File: config.mk
export PLATFORM = sky130hd
export DESIGN_NAME = moisture_piecewise_interpolator
export DESIGN_NICKNAME = d
export VERILOG_FILES = /design/src/hdl/mpi_pkg.sv /design/src/hdl/mpi_scan_cell.sv /design/src/hdl/mpi_div_cell.sv /design/src/hdl/moisture_piecewise_interpolator.sv
export SDC_FILE = /design/constraint.sdc
export NUM_CORES = 2
export LEC_CHECK = 0
export ABC_AREA = 1
export ABC_CLOCK_PERIOD_IN_PS = 10000
export BUFFER_PORTS_ARGS = -buffer_cell sky130_fd_sc_hd__buf_2
export CORE_MARGIN = 2
export CORE_UTILIZATION = 67
export CTS_BUF_LIST = sky130_fd_sc_hd__clkbuf_2 sky130_fd_sc_hd__clkbuf_4 sky130_fd_sc_hd__clkbuf_8
export DETAILED_ROUTE_END_ITERATION = 16
export GPL_TIMING_DRIVEN = 0
export PLACE_DENSITY = 0.88
export SYNTH_ARGS = -nofsm -noshare
export SYNTH_HDL_FRONTEND = slang
export SYNTH_SLANG_ARGS = --single-unit
File: constraint.sdc
create_clock -name clk_i -period 10 [get_ports clk_i]
set_input_delay 0.5 -clock clk_i [delete_from_list [all_inputs] [get_ports clk_i]]
set_output_delay 0.5 -clock clk_i [all_outputs]
set_load 0.01 [all_outputs]
File: src/hdl/mpi_pkg.sv
`timescale 1ns / 1ps

package mpi_pkg;

  // Default number of calibration points
  localparam int unsigned MPI_POINT_COUNT = 11;

  // Field and datapath widths
  localparam int unsigned RAW_W    = 14;
  localparam int unsigned PT_W     = 16;
  localparam int unsigned PCT_W    = 7;
  localparam int unsigned SEG_W    = 4;
  localparam int unsigned QUO_W    = 4;
  localparam int unsigned REM_W    = 18;
  localparam int unsigned CFG_W    = 64;
  localparam int unsigned HIGH_W   = 48;
  localparam int unsigned IDX_W    = 2;
  localparam int unsigned GROUP_PT = 4;
  localparam int unsigned GROUP_N  = 3;

  // Register reset values (points 1700 + k*118, last point 3000)
  localparam logic [CFG_W-1:0]  RST_LOW  = 64'd578157917339518628;
  localparam logic [CFG_W-1:0]  RST_MID  = 64'd711016133602445436;
  localparam logic [HIGH_W-1:0] RST_HIGH = 48'd12885082901076;

  localparam logic [PCT_W-1:0] FULL_SCALE = 7'd100;
  localparam logic [PCT_W-1:0] ZERO_PCT   = 7'd0;

  // Register indexes
  typedef enum logic [IDX_W-1:0] {
    CFG_LOW  = 2'd0,
    CFG_MID  = 2'd1,
    CFG_HIGH = 2'd2
  } cfg_idx_e;

  // Data handed along the scan cells
  typedef struct packed {
    logic [RAW_W-1:0] raw;
    logic             rd_valid;
    logic             found;
    logic [SEG_W-1:0] seg;
    logic [RAW_W-1:0] diff;
    logic [PT_W-1:0]  span;
  } scan_t;

  // Data handed along the divider cells
  typedef struct packed {
    logic             rd_valid;
    logic             found;
    logic [SEG_W-1:0] seg;
    logic [REM_W-1:0] rem;
    logic [PT_W-1:0]  span;
    logic [QUO_W-1:0] quo;
  } div_t;

endpackage

File: src/hdl/mpi_scan_cell.sv
`timescale 1ns / 1ps

module mpi_scan_cell
  import mpi_pkg::*;
#(
  parameter int unsigned K = 0
) (
  input  logic            clk_i,
  input  logic            rst_ni,
  input  logic            valid_i,
  output logic            ready_o,
  input  scan_t           data_i,
  input  logic [PT_W-1:0] hi_i,
  input  logic [PT_W-1:0] lo_i,
  output logic            valid_o,
  input  logic            ready_i,
  output scan_t           data_o
);

  logic             valid_q;
  scan_t            data_q, data_d;
  logic             hit;
  logic [PT_W-1:0]  sub;

  assign ready_o = !valid_q || ready_i;
  assign valid_o = valid_q;
  assign data_o  = data_q;

  // Compare against this cell's point; the earlier points are all at or below raw
  assign hit = data_i.rd_valid && !data_i.found && ({2'b00, data_i.raw} < hi_i);
  assign sub = {2'b00, data_i.raw} - lo_i;

  always_comb begin
    data_d = data_i;
    if (hit) begin
      data_d.found = 1'b1;
      if (K == 0) begin
        // below the first point: zero quotient and zero base
        data_d.seg  = '0;
        data_d.diff = '0;
        data_d.span = PT_W'(1);
      end else begin
        data_d.seg  = SEG_W'(K - 1);
        data_d.diff = sub[RAW_W-1:0];
        data_d.span = hi_i - lo_i;
      end
    end
  end

  always_ff @(posedge clk_i or negedge rst_ni) begin
    if (!rst_ni) begin
      valid_q <= 1'b0;
    end else if (ready_o) begin
      valid_q <= valid_i;
    end
  end

  always_ff @(posedge clk_i) begin
    if (ready_o && valid_i) begin
      data_q <= data_d;
    end
  end

endmodule

File: src/hdl/mpi_div_cell.sv
`timescale 1ns / 1ps

module mpi_div_cell
  import mpi_pkg::*;
#(
  parameter int unsigned BIT = 0
) (
  input  logic clk_i,
  input  logic rst_ni,
  input  logic valid_i,
  output logic ready_o,
  input  div_t data_i,
  output logic valid_o,
  input  logic ready_i,
  output div_t data_o
);

  localparam int unsigned EXT_W = PT_W + QUO_W - 1;

  logic             valid_q;
  div_t             data_q, data_d;
  logic [EXT_W-1:0] shifted;
  logic [EXT_W-1:0] rem_ext;
  logic [EXT_W-1:0] rem_sub;

  assign ready_o = !valid_q || ready_i;
  assign valid_o = valid_q;
  assign data_o  = data_q;

  // One restoring step: quotient bit BIT
  assign shifted = EXT_W'(data_i.span) << BIT;
  assign rem_ext = EXT_W'(data_i.rem);
  assign rem_sub = rem_ext - shifted;

  always_comb begin
    data_d = data_i;
    if (rem_ext >= shifted) begin
      data_d.rem      = rem_sub[REM_W-1:0];
      data_d.quo[BIT] = 1'b1;
    end
  end

  always_ff @(posedge clk_i or negedge rst_ni) begin
    if (!rst_ni) begin
      valid_q <= 1'b0;
    end else if (ready_o) begin
      valid_q <= valid_i;
    end
  end

  always_ff @(posedge clk_i) begin
    if (ready_o && valid_i) begin
      data_q <= data_d;
    end
  end

endmodule

File: src/hdl/moisture_piecewise_interpolator.sv
// Pipeline: one scan cell per point, four divider cells, one output register.
// Throughput: one reading per cycle unless out_ready_i stalls the output;
// every cell is a pipeline stage with its own valid.
// Reset: asynchronous, active low; clears all stage valids and loads the default
// calibration points (1700 + k*118, last point 3000).
`timescale 1ns / 1ps

module moisture_piecewise_interpolator
  import mpi_pkg::*;
#(
  parameter int unsigned POINT_COUNT = MPI_POINT_COUNT
) (
  input  logic             clk_i,
  input  logic             rst_ni,
  input  logic             cfg_we_i,
  input  logic [IDX_W-1:0] cfg_index_i,
  input  logic [CFG_W-1:0] cfg_wdata_i,
  input  logic             in_valid_i,
  output logic             in_ready_o,
  input  logic [RAW_W-1:0] raw_capacitance_i,
  input  logic             reading_valid_i,
  output logic             out_valid_o,
  input  logic             out_ready_i,
  output logic [PCT_W-1:0] moisture_percent_o,
  output logic             result_valid_o
);

  localparam int unsigned PTS_W = GROUP_N * GROUP_PT * PT_W;

  // Configuration registers
  logic [CFG_W-1:0]  grp_low_q, grp_mid_q;
  logic [HIGH_W-1:0] grp_high_q;
  logic [PTS_W-1:0]  pts;

  always_ff @(posedge clk_i or negedge rst_ni) begin
    if (!rst_ni) begin
      grp_low_q  <= RST_LOW;
      grp_mid_q  <= RST_MID;
      grp_high_q <= RST_HIGH;
    end else if (cfg_we_i) begin
      unique case (cfg_index_i)
        CFG_LOW:  grp_low_q  <= cfg_wdata_i;
        CFG_MID:  grp_mid_q  <= cfg_wdata_i;
        CFG_HIGH: grp_high_q <= cfg_wdata_i[HIGH_W-1:0];
        default:  ;
      endcase
    end
  end

  // Missing top point reads as zero and never hits
  assign pts = {{(CFG_W - HIGH_W){1'b0}}, grp_high_q, grp_mid_q, grp_low_q};

  // Scan chain
  scan_t scan_s [POINT_COUNT+1];
  logic  scan_v [POINT_COUNT+1];
  logic  scan_r [POINT_COUNT+1];

  always_comb begin
    scan_s[0]          = '0;
    scan_s[0].raw      = raw_capacitance_i;
    scan_s[0].rd_valid = reading_valid_i;
  end
  assign scan_v[0]  = in_valid_i;
  assign in_ready_o = scan_r[0];

  for (genvar k = 0; k < POINT_COUNT; k++) begin : g_scan
    logic [PT_W-1:0] lo;
    if (k == 0) begin : g_first
      assign lo = '0;
    end else begin : g_rest
      assign lo = pts[(k-1)*PT_W +: PT_W];
    end
    mpi_scan_cell #(.K(k)) u_cell (
      .clk_i   (clk_i),
      .rst_ni  (rst_ni),
      .valid_i (scan_v[k]),
      .ready_o (scan_r[k]),
      .data_i  (scan_s[k]),
      .hi_i    (pts[k*PT_W +: PT_W]),
      .lo_i    (lo),
      .valid_o (scan_v[k+1]),
      .ready_i (scan_r[k+1]),
      .data_o  (scan_s[k+1])
    );
  end

  // Divider chain; dividend is 10 * (raw - lo)
  div_t div_s [QUO_W+1];
  logic div_v [QUO_W+1];
  logic div_r [QUO_W+1];

  always_comb begin
    div_s[0].rd_valid = scan_s[POINT_COUNT].rd_valid;
    div_s[0].found    = scan_s[POINT_COUNT].found;
    div_s[0].seg      = scan_s[POINT_COUNT].seg;
    div_s[0].span     = scan_s[POINT_COUNT].span;
    div_s[0].rem      = {1'b0, scan_s[POINT_COUNT].diff, 3'b000}
                      + {3'b000, scan_s[POINT_COUNT].diff, 1'b0};
    div_s[0].quo      = '0;
  end
  assign div_v[0]           = scan_v[POINT_COUNT];
  assign scan_r[POINT_COUNT] = div_r[0];

  for (genvar b = 0; b < QUO_W; b++) begin : g_div
    mpi_div_cell #(.BIT(QUO_W - 1 - b)) u_cell (
      .clk_i   (clk_i),
      .rst_ni  (rst_ni),
      .valid_i (div_v[b]),
      .ready_o (div_r[b]),
      .data_i  (div_s[b]),
      .valid_o (div_v[b+1]),
      .ready_i (div_r[b+1]),
      .data_o  (div_s[b+1])
    );
  end

  // Result assembly: base 10*seg plus quotient, saturated; an invalid reading gives zero
  logic             out_valid_q;
  logic [PCT_W-1:0] pct_q, pct_d;
  logic             rv_q;
  logic             out_rdy;
  logic [PCT_W-1:0] seg_sum;
  div_t             fin;

  assign fin     = div_s[QUO_W];
  assign seg_sum = PCT_W'({fin.seg, 3'b000}) + PCT_W'({fin.seg, 1'b0}) + PCT_W'(fin.quo);

  always_comb begin
    if (!fin.rd_valid) begin
      pct_d = ZERO_PCT;
    end else if (!fin.found || (seg_sum > FULL_SCALE)) begin
      pct_d = FULL_SCALE;
    end else begin
      pct_d = seg_sum;
    end
  end

  assign out_rdy      = !out_valid_q || out_ready_i;
  assign div_r[QUO_W] = out_rdy;

  always_ff @(posedge clk_i or negedge rst_ni) begin
    if (!rst_ni) begin
      out_valid_q <= 1'b0;
    end else if (out_rdy) begin
      out_valid_q <= div_v[QUO_W];
    end
  end

  always_ff @(posedge clk_i) begin
    if (out_rdy && div_v[QUO_W]) begin
      pct_q <= pct_d;
      rv_q  <= fin.rd_valid;
    end
  end

  assign out_valid_o        = out_valid_q;
  assign moisture_percent_o = pct_q;
  assign result_valid_o     = rv_q;

endmodule

==> run metrics <==
die area=79,510 sq um; depth of the most critical reg-to-reg path=17; Remaining DRCs=0; met2 Use GR=64.11%; Multi-input gate area=24,620 sq um; vias in the first global route=42,519; cells after synthesis=5,764; Routability Congestion=1.072; clk_lat worst skew=0.83 ns; Yosys cell types=58; final worst-path setup slack=6.398 ns; die height=282.0 um; commonest non-fill, non-tap cell in the layout=nand2_1; setup skew after layout=0.05465 ns; Vias/cell=6.261; final core utilization=74.86%; Pins Over Slew Limit=0; Core ar.=76,200 sq um; Starting Density=67.94%; DR vias=44,951; Hold WC Path Type=input port to flip-flop; reg2reg end=g_div[0].u_cell.data_o[33]$_DFFE_PP_; gr ovfl total=0; Synth Register Bits=820; DRT Pass-1 Iters=10; post-route cell area=57,040 sq um; worst r2r src=g_scan[10].u_cell.data_o[16]$_DFFE_PP_; first-pass GRT wire length=249,500 um; hold path depth=3; Final min period=3.602 ns; Fmax achieved=0.2776 GHz; Synth Area in Compound Gates=10.24%; Placed Area=53,860 sq um; Avg Synthesized Cell Area=8.982 sq um; Fillers=5,396; wire per inst=23.66 um; GRT Resource Usage Total=42.83%; site row count=101; Seq. cell area=23,740 sq um; # Max-Cap Violations=0; post-synthesis simple-gate area fraction=19.14%; Hold Violations, Final=0; GR peak layer=met2; CP max FO=10; CTS Sinks=820; critical path required time=10.55 ns; CTS Buf Count=137; Worst Path Arrival=4.16 ns; register area share after synthesis=45.85%; largest net degree at the start of global routing=133; # setup viols final=0; Area growth syn-to-layout=10.17%; wirelength, routed=169,900 um; worst setup path class=flip-flop to flip-flop; commonest cells after routing, fill and taps aside=nand2_1 (1,424), inv_1 (745), edfxtp_1 (628); min-delay src=cfg_wdata_i[54]; slew at the pin with the worst max-slew slack=0.9978 ns; Mapped Nets=6,380; initial antenna violation count=12; Rel. slew slack=33.34%; met1 usage=55.14%; Hold EP=grp_mid_q[54]$_DFFE_PN1P_; Post-synth EDFFs=628; TNS Setup=0 ns; P per Cell Area=265.4 nW/um^2; number of H-tree levels=4; critical path launch point type=flip-flop; combinational family with the most area after synthesis=simple AND/OR/NAND/NOR gates; R2R setup slack=6.40 ns; met3 Use GR=10.27%; XOR/XNOR Fraction of Synth Area=4.889%; Iter 0 DRT Violations=6,044; die width=282.0 um; Yosys Warn Count=0; Final nets=6,646; CTS tree=done; Final ANT Viol Nets=0; fraction of layout instances using a drive strength above 1=8.647%; dpl hpwl=131,400 um; RSZ-0062 raised after global routing=no; Final Cycle Share=36.02%; Post-CTS Resized=0; # IOs=96; clk buf depth=3; clock-pin slew on the worst setup and hold paths=0.07 ns; mux cell area share after synthesis=0%; Leak Pwr=27.05 nW; cell area after synthesis=51,770 sq um; status=complete, no violations; Crit. End Element=flip-flop; adder-cell area share of the yosys netlist=13.19%; Peak supply drop=0.1746 mV; DP Worst Slack=6.503 ns; ys async rst share=23.41%; buffers added on ports=95; ys flop type=edfxtp_1; CTS root buf=clkbuf_8
cells by family (layout without fill, tap and decap cells):
family          Yosys count  after routing
flops                   820            820
buf+inv                 899           1276
fa+ha+maj               530            530
compound gates          957            957
simple gates           2269           2269
other cells               0              8
xor+xnor                289            289
metrics by stage:
step	power, mW	hold WS (ns)	instances
floorplan	9.725	0.2044	5764
CTS	14.91	0.003056	7171
global route	15.95	0.02007	7173
detailed placement	11.63	0.4054	6901
finish	15.14	0.04085	7179
global placement	11.33	0.4008	6889
worst max-delay path by stage:
stage	from	end	cells after the start
2_1_floorplan	out_ready_i	g_scan[7].u_cell.data_o[0]$_DFFE_PP_	6
3_3_place_gp	out_ready_i	g_scan[7].u_cell.data_o[26]$_DFFE_PP_	7
3_5_place_dp	g_scan[10].u_cell.data_o[16]$_DFFE_PP_	g_div[0].u_cell.data_o[33]$_DFFE_PP_	17
4_1_cts	out_valid_o$_DFFE_PN0P_	in_ready_o	10
5_1_grt	g_scan[10].u_cell.data_o[16]$_DFFE_PP_	g_div[0].u_cell.data_o[36]$_DFFE_PP_	16
6_report	g_scan[10].u_cell.data_o[16]$_DFFE_PP_	g_div[0].u_cell.data_o[33]$_DFFE_PP_	17
layout make-up:
type,instances,area share (%)
Multi-Input combinational cell,4045,43.16
Sequential cell,820,41.62
Inverter,756,4.975
Clock buffer,201,4.378
Tap cell,1030,2.259
Timing Repair Buffer,127,1.654
Buffer,143,1.097
Clock inverter,49,0.8182
Antenna cell,8,0.03510
metal layers:
metal | wire length, um | up-vias
met2 | 72450 | 3024
met5 | 92 | -
met1 | 62510 | 20871
li1 | - | 20293
met3 | 20940 | 749
met4 | 13880 | 14
power by group:
group          total (mW)  internal (mW)  leakage, nW  switching, mW
logic                6.61           2.33         17.0           4.28
clock network        3.24           1.78         1.57           1.46
registers            5.29           4.70         8.46          0.583
total                15.1           8.82         27.0           6.32
worst max-delay path, stage by stage (launching register included):
cell and delay (ns):
edfxtp_1 0.47, ha_1 0.28, fa_1 0.43, nand3_1 0.11, nand2_1 0.09, xor2_1 0.21
inv_1 0.07, ha_1 0.35, nand2_1 0.07, inv_1 0.09, nand3_1 0.07, nor4_1 0.37
nand4_1 0.14, nand3_1 0.16, inv_1 0.07, buf_2 0.19, nand2_1 0.08, nand2_1 0.07
registers in the layout (all words and copies together), names as in the netlist:
name / flops
g_scan.u_cell.data_o: 487
g_scan.u_cell.valid_o: 11
g_div.u_cell.valid_o: 4
grp_mid_q: 64
g_div.u_cell.data_o: 133
out_valid_o: 1
grp_low_q: 64
grp_high_q: 48
result_valid_o: 1
moisture_percent_o: 7
cell usage after synthesis (92+ instances only):
cell	instances	share of area, %
o21ai_0	326	3.2
nand2_1	1424	10
nor2_1	177	1.3
nand3_1	271	2.6
nand4_1	244	2.9
inv_1	751	5.4
edfxtp_1	628	36
ha_1	504	12
clkbuf_1	92	0.67
dfrtp_1	130	6.3
xor2_1	217	3.7
a21oi_1	414	4.0
repair_timing:
action,4_1_cts,5_1_grt
hold buffers,20,0
endpoints found under the hold margin,81,0
buffers inserted,0,0
Power figures use the tool's default switching activity.
